`src/sgc_pkg.sv`:
```
// Shared types, constants and dial quantisers for the servo gauge clock.
package sgc_pkg;

    localparam int unsigned DIAL_W       = 10;
    localparam int unsigned COUNT_W      = 17;
    localparam int unsigned ANGLE_W      = 8;
    localparam int unsigned MASK_W       = 3;
    localparam int unsigned HOUR_W       = 5;
    localparam int unsigned MINSEC_W     = 6;

    localparam logic [HOUR_W-1:0]   LAST_HOUR     = 5'd23;
    localparam logic [HOUR_W-1:0]   DAY_HOURS     = 5'd24;
    localparam logic [MINSEC_W-1:0] LAST_MINSEC   = 6'd59;
    localparam logic [MINSEC_W-1:0] FULL_MINSEC   = 6'd60;
    localparam logic [COUNT_W-1:0]  SECS_PER_HOUR = 17'd3600;
    localparam logic [COUNT_W-1:0]  SECS_PER_MIN  = 17'd60;
    localparam logic [COUNT_W-1:0]  SECS_PER_DAY  = 17'd86400;

    localparam logic [MASK_W-1:0] MASK_ALL     = 3'b111;
    localparam logic [MASK_W-1:0] MASK_SECONDS = 3'b001;
    localparam logic [MASK_W-1:0] MASK_MINUTES = 3'b010;
    localparam logic [MASK_W-1:0] MASK_HOURS   = 3'b100;

    typedef enum logic [1:0] {
        MODE_RUNNING     = 2'd0,
        MODE_SET_HOURS   = 2'd1,
        MODE_SET_MINUTES = 2'd2,
        MODE_SET_SECONDS = 2'd3
    } mode_t;

    typedef struct packed {
        logic              button_level;
        logic [DIAL_W-1:0] dial_sample;
    } pass_word_t;

    typedef struct packed {
        logic [1:0]         clock_mode;
        logic [COUNT_W-1:0] time_count;
        logic [ANGLE_W-1:0] seconds_angle;
        logic [ANGLE_W-1:0] minutes_angle;
        logic [ANGLE_W-1:0] hours_angle;
        logic [MASK_W-1:0]  angle_write_mask;
    } result_word_t;

    // Dial scaled to 0..24 with rounding: (d*24 + 512) >> 10.
    function automatic logic [HOUR_W-1:0] quantise_hours(input logic [DIAL_W-1:0] d);
        logic [14:0] scaled;
        begin
            scaled = 15'(d) * 15'd24 + 15'd512;
            return scaled[14:10];
        end
    endfunction

    // Dial scaled to 0..60 with rounding: (d*60 + 512) >> 10.
    function automatic logic [MINSEC_W-1:0] quantise_minsec(input logic [DIAL_W-1:0] d);
        logic [15:0] scaled;
        begin
            scaled = 16'(d) * 16'd60 + 16'd512;
            return scaled[15:10];
        end
    endfunction

endpackage

```
`src/sgc_input_stage.sv`:
```
// Input register holding one accepted pass word until the time core takes it.
module sgc_input_stage
    import sgc_pkg::*;
(
    input  logic       clk,
    input  logic       rst_n,
    input  logic       pass_valid,
    output logic       pass_ready,
    input  pass_word_t pass_word,
    input  logic       take,
    output logic       full,
    output pass_word_t held_word
);

    logic       full_reg;
    logic       full_next;
    pass_word_t word_reg;

    assign pass_ready = !full_reg || take;
    assign full_next  = (pass_valid && pass_ready) || (full_reg && !take);
    assign full       = full_reg;
    assign held_word  = word_reg;

    always_ff @(posedge clk or negedge rst_n)
    begin
        if (!rst_n)
        begin
            full_reg <= 1'b0;
        end
        else
        begin
            full_reg <= full_next;
        end
    end

    always_ff @(posedge clk)
    begin
        if (pass_valid && pass_ready)
        begin
            word_reg <= pass_word;
        end
    end

endmodule

```
`src/sgc_time_core.sv`:
```
// Mode register, hours/minutes/seconds registers and the per-pass update logic.
module sgc_time_core
    import sgc_pkg::*;
(
    input  logic         clk,
    input  logic         rst_n,
    input  logic         step,
    input  pass_word_t   word,
    output result_word_t result
);

    mode_t                mode_reg;
    mode_t                mode_next;
    logic [HOUR_W-1:0]    hh_reg;
    logic [HOUR_W-1:0]    hh_next;
    logic [MINSEC_W-1:0]  mm_reg;
    logic [MINSEC_W-1:0]  mm_next;
    logic [MINSEC_W-1:0]  ss_reg;
    logic [MINSEC_W-1:0]  ss_next;
    logic [HOUR_W-1:0]    q_hours;
    logic [MINSEC_W-1:0]  q_minsec;
    logic [HOUR_W-1:0]    hh_plus;
    logic [MINSEC_W-1:0]  mm_plus;
    logic [HOUR_W-1:0]    hh_after_mm;
    logic [8:0]           hours_set_x15;
    logic [6:0]           hours_run_x5;
    logic [ANGLE_W-1:0]   sa;
    logic [ANGLE_W-1:0]   ma;
    logic [ANGLE_W-1:0]   ha;
    logic [MASK_W-1:0]    mask;
    logic [COUNT_W-1:0]   count;

    always_ff @(posedge clk or negedge rst_n)
    begin
        if (!rst_n)
        begin
            mode_reg <= MODE_RUNNING;
            hh_reg   <= '0;
            mm_reg   <= '0;
            ss_reg   <= '0;
        end
        else if (step)
        begin
            mode_reg <= mode_next;
            hh_reg   <= hh_next;
            mm_reg   <= mm_next;
            ss_reg   <= ss_next;
        end
    end

    assign q_hours  = quantise_hours(word.dial_sample);
    assign q_minsec = quantise_minsec(word.dial_sample);

    // Carry helpers: the next hour wraps at midnight, the minute carries into it.
    assign hh_plus     = (hh_reg == LAST_HOUR) ? '0 : hh_reg + HOUR_W'(1);
    assign mm_plus     = (mm_reg == LAST_MINSEC) ? '0 : mm_reg + MINSEC_W'(1);
    assign hh_after_mm = (mm_reg == LAST_MINSEC) ? hh_plus : hh_reg;

    assign hours_set_x15 = 9'(q_hours) * 9'd15;
    assign hours_run_x5  = 7'(hh_reg) * 7'd5;

    always_comb
    begin
        mode_next = word.button_level ? mode_t'(mode_reg + 2'd1) : mode_reg;
        hh_next   = hh_reg;
        mm_next   = mm_reg;
        ss_next   = ss_reg;
        sa        = '0;
        ma        = '0;
        ha        = '0;
        mask      = '0;
        unique case (mode_next)
            MODE_RUNNING:
            begin
                sa   = ANGLE_W'(8'(ss_reg) * 8'd3);
                ma   = ANGLE_W'(8'(mm_reg) * 8'd3);
                ha   = ANGLE_W'(hours_run_x5[6:1]);
                mask = MASK_ALL;
                if (ss_reg == LAST_MINSEC)
                begin
                    ss_next = '0;
                    mm_next = mm_plus;
                    hh_next = hh_after_mm;
                end
                else
                begin
                    ss_next = ss_reg + MINSEC_W'(1);
                end
            end
            MODE_SET_HOURS:
            begin
                ha      = hours_set_x15[8:1];
                mask    = MASK_HOURS;
                hh_next = (q_hours == DAY_HOURS) ? '0 : q_hours;
            end
            MODE_SET_MINUTES:
            begin
                ma   = ANGLE_W'(8'(q_minsec) * 8'd3);
                mask = MASK_MINUTES;
                // A full sixty minutes rolls over into the next hour.
                if (q_minsec == FULL_MINSEC)
                begin
                    mm_next = '0;
                    hh_next = hh_plus;
                end
                else
                begin
                    mm_next = q_minsec;
                end
            end
            MODE_SET_SECONDS:
            begin
                sa   = ANGLE_W'(8'(q_minsec) * 8'd3);
                mask = MASK_SECONDS;
                if (q_minsec == FULL_MINSEC)
                begin
                    ss_next = '0;
                    mm_next = mm_plus;
                    hh_next = hh_after_mm;
                end
                else
                begin
                    ss_next = q_minsec;
                end
            end
            default:
            begin
                mask = '0;
            end
        endcase
    end

    assign count = COUNT_W'(hh_next) * SECS_PER_HOUR
                 + COUNT_W'(mm_next) * SECS_PER_MIN
                 + COUNT_W'(ss_next);

    assign result.clock_mode       = mode_next;
    assign result.time_count       = count;
    assign result.seconds_angle    = sa;
    assign result.minutes_angle    = ma;
    assign result.hours_angle      = ha;
    assign result.angle_write_mask = mask;

endmodule

```
`src/sgc_output_stage.sv`:
```
// Result register that holds one finished word until the receiver takes it.
module sgc_output_stage
    import sgc_pkg::*;
(
    input  logic         clk,
    input  logic         rst_n,
    input  logic         load,
    input  result_word_t load_word,
    output logic         space,
    output logic         result_valid,
    input  logic         result_ready,
    output result_word_t result_word
);

    logic         valid_reg;
    logic         valid_next;
    result_word_t word_reg;

    assign space        = !valid_reg || result_ready;
    assign valid_next   = load || (valid_reg && !result_ready);
    assign result_valid = valid_reg;
    assign result_word  = word_reg;

    always_ff @(posedge clk or negedge rst_n)
    begin
        if (!rst_n)
        begin
            valid_reg <= 1'b0;
        end
        else
        begin
            valid_reg <= valid_next;
        end
    end

    always_ff @(posedge clk)
    begin
        if (load)
        begin
            word_reg <= load_word;
        end
    end

endmodule

```
`src/servo_gauge_clock_with_set_modes_core.sv`:
```
// Servo gauge clock: one loop pass in, hand angles and time of day out.
//
// The pass channel carries one word per loop pass: the button level and a
// 10-bit dial sample. The result channel returns exactly one word per pass:
// the mode after the pass, the seconds counter, the three hand angles and a
// mask of the angles written. Both channels use valid/ready handshakes.
// A pass word is captured in an input register; when the output register has
// space, the mode and time registers update and the result is captured in the
// output register. Throughput is one word per cycle while the receiver is
// ready: the time update is a single pass of short logic from the input
// register to the output register, with the mode and hours/minutes/seconds
// registers closing the only loop.
// When the receiver stalls, the result register holds its word and the input
// register can still take one more pass word; further words wait on ready.
// Reset clears the time to midnight, selects running mode and empties both
// registers.
module servo_gauge_clock_with_set_modes_core
    import sgc_pkg::*;
(
    input  logic         clk,
    input  logic         rst_n,
    input  logic         pass_valid,
    output logic         pass_ready,
    input  pass_word_t   pass_word,
    output logic         result_valid,
    input  logic         result_ready,
    output result_word_t result_word
);

    logic         in_full;
    logic         out_space;
    logic         advance;
    pass_word_t   held_word;
    result_word_t next_result;

    assign advance = in_full && out_space;

    sgc_input_stage u_input_stage (
        .clk        (clk),
        .rst_n      (rst_n),
        .pass_valid (pass_valid),
        .pass_ready (pass_ready),
        .pass_word  (pass_word),
        .take       (advance),
        .full       (in_full),
        .held_word  (held_word)
    );

    sgc_time_core u_time_core (
        .clk    (clk),
        .rst_n  (rst_n),
        .step   (advance),
        .word   (held_word),
        .result (next_result)
    );

    sgc_output_stage u_output_stage (
        .clk          (clk),
        .rst_n        (rst_n),
        .load         (advance),
        .load_word    (next_result),
        .space        (out_space),
        .result_valid (result_valid),
        .result_ready (result_ready),
        .result_word  (result_word)
    );

    // Running passes write all three hands; set passes write exactly one.
    assert property (@(posedge clk) disable iff (!rst_n)
        result_valid |->
            ((result_word.clock_mode == MODE_RUNNING) ?
                (result_word.angle_write_mask == MASK_ALL) :
                $onehot(result_word.angle_write_mask)))
        else $error("angle write mask does not match mode");

    // The counter always stays within one day.
    assert property (@(posedge clk) disable iff (!rst_n)
        result_valid |-> (result_word.time_count < SECS_PER_DAY))
        else $error("time count out of range");

    // An accepted pass word must be waiting in the input register next cycle.
    assert property (@(posedge clk) disable iff (!rst_n)
        (pass_valid && pass_ready) |=> in_full)
        else $error("accepted pass word was lost");

    // A result word appears the cycle after the time core steps.
    assert property (@(posedge clk) disable iff (!rst_n)
        advance |=> result_valid)
        else $error("stepped pass produced no result");

endmodule

```
`config.mk`:
```
export PLATFORM = sky130hd
export DESIGN_NAME = servo_gauge_clock_with_set_modes_core
export DESIGN_NICKNAME = d
export VERILOG_FILES = /design/src/sgc_pkg.sv /design/src/sgc_input_stage.sv /design/src/sgc_time_core.sv /design/src/sgc_output_stage.sv /design/src/servo_gauge_clock_with_set_modes_core.sv
export SDC_FILE = /design/constraint.sdc
export NUM_CORES = 1
export LEC_CHECK = 0
export ABC_CLOCK_PERIOD_IN_PS = 24400
export BUFFER_PORTS_ARGS = -buffer_cell sky130_fd_sc_hd__buf_2
export CORE_MARGIN = 3
export CORE_UTILIZATION = 39
export CTS_CLUSTER_DIAMETER = 100
export DETAILED_ROUTE_END_ITERATION = 8
export MAX_ROUTING_LAYER = met4
export PLACE_DENSITY = 0.6
export SKIP_CTS_REPAIR_TIMING = 1
export SLEW_MARGIN = 20
export SYNTH_ARGS = -nofsm -noshare
export SYNTH_HDL_FRONTEND = slang
export SYNTH_HIERARCHICAL = 1
export SYNTH_SLANG_ARGS = --single-unit
```
`constraint.sdc`:
```
create_clock -name clk -period 24.4 [get_ports clk]
set_input_delay 1.22 -clock clk [delete_from_list [all_inputs] [get_ports clk]]
set_output_delay 1.22 -clock clk [all_outputs]
set_load 0.1 [all_outputs]
```
==> results of run 1 <==
[per-layer routing]
metal  vias to the layer above  share of wire  global-route usage
met1                      2927           0.48               0.224
met2                       101           0.47               0.269
met5                         -              0                   -
li1                       3069              -                   -
met4                         0          0.011              0.0394
met3                        11          0.038              0.0320
[cells in the final DEF (no fill, tap or decap), types with 6 or more instances in the layout]
cell type    n
edfxtp_1    57
a22o_1       8
xor2_1      18
o21ai_0     37
or3_1        6
a22oi_1     10
and3_1       7
nand4_1      7
nor2b_1     14
fa_1        40
dfrtp_1     21
o21a_1       6
nor3_1       8
mux2i_1      8
nand3_1     19
nand2_1     54
a21oi_1     59
clkbuf_16    9
nor2_1      41
a21o_1      21
o21bai_1    13
o211ai_1     9
inv_1       86
xnor2_1     49
nand2b_1     8
ha_1       125
buf_2       62
[per-stage QoR]
step                setup WS, ns  utilization  instance area, µm²  cells
floorplan                  15.85            -                8210    836
global placement           14.98        0.429                8770   1144
detailed placement         14.77        0.429                8770   1144
CTS                        14.73        0.443                9050   1160
global route               13.87        0.443                9050   1160
finish                     14.70        0.443                9050   1160
[final timing paths]
| kind | start | end | slack (ns) |
|---|---|---|---|
| setup / recovery | u_input_stage/held_word[2] | u_output_stage/result_word[40] | 14.70 |
| hold / removal | u_time_core/mode_reg[1] | u_time_core/mode_reg[1] | 0.49 |
| setup reg to reg | u_input_stage/held_word[2] | u_output_stage/result_word[40] | 14.70 |
| hold reg to reg | u_time_core/mode_reg[1] | u_time_core/mode_reg[1] | 0.49 |
| max in group asynchronous | rst_n | u_time_core/hh_reg[3] | 23.15 |
| min in group asynchronous | rst_n | u_output_stage/result_valid | 0.86 |
[layout make-up]
type	count	area (µm²)	share of cell area
clock inverters	4	28.8	0.00318
clock buffers	12	256	0.0283
multi-input cells	643	5530	0.611
flip-flops and latches	78	2240	0.247
well taps	270	338	0.0373
repair buffers	65	333	0.0368
inverters	88	330	0.0365
[kinds of logic (layout without fill, tap and decap cells)]
| group | after synthesis | count (layout) | share of synthesized area |
|---|---|---|---|
| AO/OA/AOI/OAI | 211 | 211 | 0.177 |
| XOR/XNOR | 70 | 70 | 0.0775 |
| adder cells (fa/ha/maj) | 165 | 165 | 0.288 |
| buffers and inverters | 115 | 169 | 0.0540 |
| flip-flops | 78 | 78 | 0.273 |
| multiplexers | 12 | 12 | 0.0152 |
| AND/OR/NAND/NOR | 185 | 185 | 0.115 |
==> run summary, run 1 <==
Outcome: completed
Die ar.: 22800 µm²
DRT Pass-1 Iters: 5
Post-Syn Area: 8210 µm²
Ys async rst share: 0.269
R2R cell count: 37
Clk_skew: 0.00833 ns
Highest-delay cell along the critical path: fa_1
CP dominant cell by count: fa_1
Post-synth EDFFs: 57
Placeable Area: 20400 µm²
Stages on worst setup path: 37
Initial antenna violation count: 0
Most common cell in the netlist: ha_1
Crit Path Category: reg -> reg
Top cells by count, synth: ha_1 (125), inv_1 (86), a21oi_1 (59)
Setup TNS: 0 ns
Cell accounting for the most synthesized area: edfxtp_1
Area Growth Syn to Fin: 10.3%
Tcrit/Tclk final: 0.397
Max stage delay on crit path: 0.55 ns
Nets: 1065
Hold Path Depth: 1
Total GRT Usage: 0.168
CP Capture Type: flop
Largest net degree at the start of global routing: 79
Routed WL: 17800 µm
Fin. max-slew vios: 0
DR vias/cell: 5.27
Synth cell types: 71
Row count: 52
GRT overflow: 0
Register area share after synthesis: 0.273
Clock latency on the worst-skew pair: 0.35 ns
CTS max path bufs: 2
DRC errors left: 0
WHS: 0.488 ns
I/O Buffers: 62
Layout cells sized above 1: 0.122
Crit path time final: 9.70 ns
Fin. Hold Viols: 0
Clock Sinks: 78
Worst-path fanout max: 12
Syn avg cell area: 9.82 µm²
Max reg flops: 46
CTS tree: built
YS warnings: 6
DR iter-0 viols: 239
Startpoint Class: flop
Buf/Inv on CP: 5
Fmax: 103 MHz
CTS root buf: clkbuf_16
Pin slew with the least headroom to its limit: 0.951 ns
Register bit count reported by yosys: 78
Max-cap violation count: 0
Antenna viol nets, final: 0
Num CTS Buffers: 9
Final setup fails: 0
CP Data Arrival Time: 9.80 ns
I/O Pins: 63
Share of the synthesized area in the top cell type: 0.209
Delay-heaviest family, CP: adder cells
Syn Inst Count: 836
Post-DP HPWL: 13700 µm
RSZ-0062 raised after global routing: false
DR vias: 6108
Critical Path RT: 24.50 ns
Top_reg_cell synth: edfxtp_1
# fillers: 1996
Die W: 151 µm
Post-DR wirelength/cell: 15.3 µm
Die H: 151 µm
Number of global-route vias before repair: 5850
First-pass GRT wire length: 29600 µm
Largest cells by area after synthesis: edfxtp_1 (21%), ha_1 (19%), fa_1 (9.8%), dfrtp_1 (6.4%), xnor2_1 (5.2%)
Mapped Nets: 1016
Initial Util: 0.402
Hold Crit Class: reg -> reg
H-tree Lvls: 3
Rel. slew slack: 0.366
Antenna cells: 0
RD Place Congestion: 0.906
Clock slew at reported path FFs: 0.07 ns
Power of run 1 is not shown: default switching activity piles up to over one toggle a cycle in this logic, so the estimate is an artifact.
==> run 2: changes to the inputs <==
Settings changed: ABC_CLOCK_PERIOD_IN_PS 24400 to 8500, PLACE_DENSITY 0.6 to 0.62.
Clock period 24.4 ns to 8.5 ns, I/O delays scaled along.
==> run 2 against run 1 <==
Against the previous run: via count up 3.9%; sequential share of layout area down 1.7 points; cell area up 7.2%; register-to-register slack worse by 14 ns; utilization up 3.2 points; non-clock buffer count up 55; critical endpoint is now u_output_stage/result_word[43]; largest cell class unchanged; highest routed layer unchanged.
==> run summary, run 2 (same netlist as run 1, synthesis figures left out) <==
Outcome: completed
First-pass GRT wire length: 30200 µm
Num CTS Buffers: 9
CTS tree: built
Clk_skew: 0.00754 ns
Commonest cells after routing, fill and taps aside: ha_1 (113), inv_1 (83), buf_2 (62)
I/O Pins: 63
RD Place Congestion: 0.899
Nets: 1120
Setup TNS: 0 ns
Routed WL: 18300 µm
Placeable Area: 20400 µm²
Fmax: 124 MHz
Area Growth Syn to Fin: 18.3%
Layout cells sized above 1: 0.228
Clock latency on the worst-skew pair: 0.35 ns
Post-DP HPWL: 14000 µm
Die H: 151 µm
Crit path time final: 8.10 ns
Startpoint Class: flop
Critical Path RT: 8.60 ns
Highest-delay cell along the critical path: fa_1
Commonest non-fill, non-tap cell in the layout: ha_1
Die W: 151 µm
Rel. slew slack: 0.362
Largest net degree at the start of global routing: 78
CTS max path bufs: 2
Initial antenna violation count: 0
DRT Pass-1 Iters: 5
CP Capture Type: flop
Number of global-route vias before repair: 6037
Max stage delay on crit path: 0.58 ns
DR vias/cell: 5.23
I/O Buffers: 62
Tcrit/Tclk final: 0.953
Crit Path Category: reg -> reg
CTS root buf: clkbuf_16
Hold Crit Class: in -> async
Fin. Hold Viols: 0
Pin slew with the least headroom to its limit: 0.957 ns
Worst-path fanout max: 4
DR iter-0 viols: 325
Max-cap violation count: 0
Antenna viol nets, final: 0
Max reg flops: 46
Clock Sinks: 78
CP Data Arrival Time: 8.20 ns
Clock slew at reported path FFs: 0.07 ns
DR vias: 6349
Antenna cells: 0
R2R cell count: 38
Total GRT Usage: 0.171
Fin. max-slew vios: 0
Die ar.: 22800 µm²
Initial Util: 0.402
DRC errors left: 0
GRT overflow: 0
Final setup fails: 0
Row count: 52
Post-DR wirelength/cell: 15.0 µm
H-tree Lvls: 3
-- run 2: cell types whose count changed in the layout (fill, tap and decap cells not counted), moves of 3 or more --
cell | before | now
buf_4 | 3 | 57
ha_4 | 0 | 5
o21ai_2 | 1 | 6
a21oi_1 | 59 | 45
inv_1 | 86 | 83
a21oi_2 | 0 | 14
inv_2 | 2 | 5
ha_1 | 125 | 113
ha_2 | 0 | 7
o21ai_0 | 37 | 30
-- run 2: final timing paths --
| path | start | to | slack (ns) |
|---|---|---|---|
| setup / recovery | u_input_stage/held_word[2] | u_output_stage/result_word[43] | 0.40 |
| hold / removal | rst_n | u_time_core/mm_reg[1] | 0.08 |
| setup reg to reg | u_input_stage/held_word[2] | u_output_stage/result_word[43] | 0.40 |
| hold reg to reg | u_time_core/mode_reg[1] | u_time_core/mode_reg[1] | 0.49 |
| max in group asynchronous | rst_n | u_time_core/hh_reg[4] | 8.04 |
| min in group clk | pass_word[0] | u_input_stage/held_word[0] | 0.25 |
-- run 2: cell type report --
type                       instances  area, µm²
fill                            1940      10700
multi-input combinational        643       5780
sequential                        78       2240
timing repair buffer             120        749
tap                              270        338
inverter                          88        330
clock buffer                      11        243
clock inverter                     5       32.5
-- run 2: worst max-delay path, delay by kind of cell, from the launching register on --
family                   cells  cell delay (ns)
AO/OA/AOI/OAI               14             2.06
XOR/XNOR                     4             0.52
adder cells (fa/ha/maj)     10             3.62
flip-flops                   1             0.38
buffers and inverters        5             0.48
AND/OR/NAND/NOR              5             0.79
-- run 2: routing by layer --
| layer | track usage | share of wire |
|---|---|---|
| met1 | 0.221 | 0.46 |
| met3 | 0.0278 | 0.044 |
| met5 | - | 0 |
| met4 | 0.0539 | 0.020 |
| met2 | 0.276 | 0.48 |
-- run 2: through the flow --
step | worst slack (ns) | cell area (µm²) | utilization | instances | hold slack (ns)
global route | -0.0398 | 9710 | 0.475 | 1215 | 0.108
floorplan | 0.0172 | 8210 | - | 836 | 0.129
finish | 0.403 | 9710 | 0.475 | 1215 | 0.0763
detailed placement | -0.158 | 9090 | 0.445 | 1187 | 0.457
CTS | -0.157 | 9370 | 0.458 | 1203 | 0.0839
global placement | 0.0359 | 9090 | 0.445 | 1187 | 0.460
Power of run 2 is left out for the same reason.
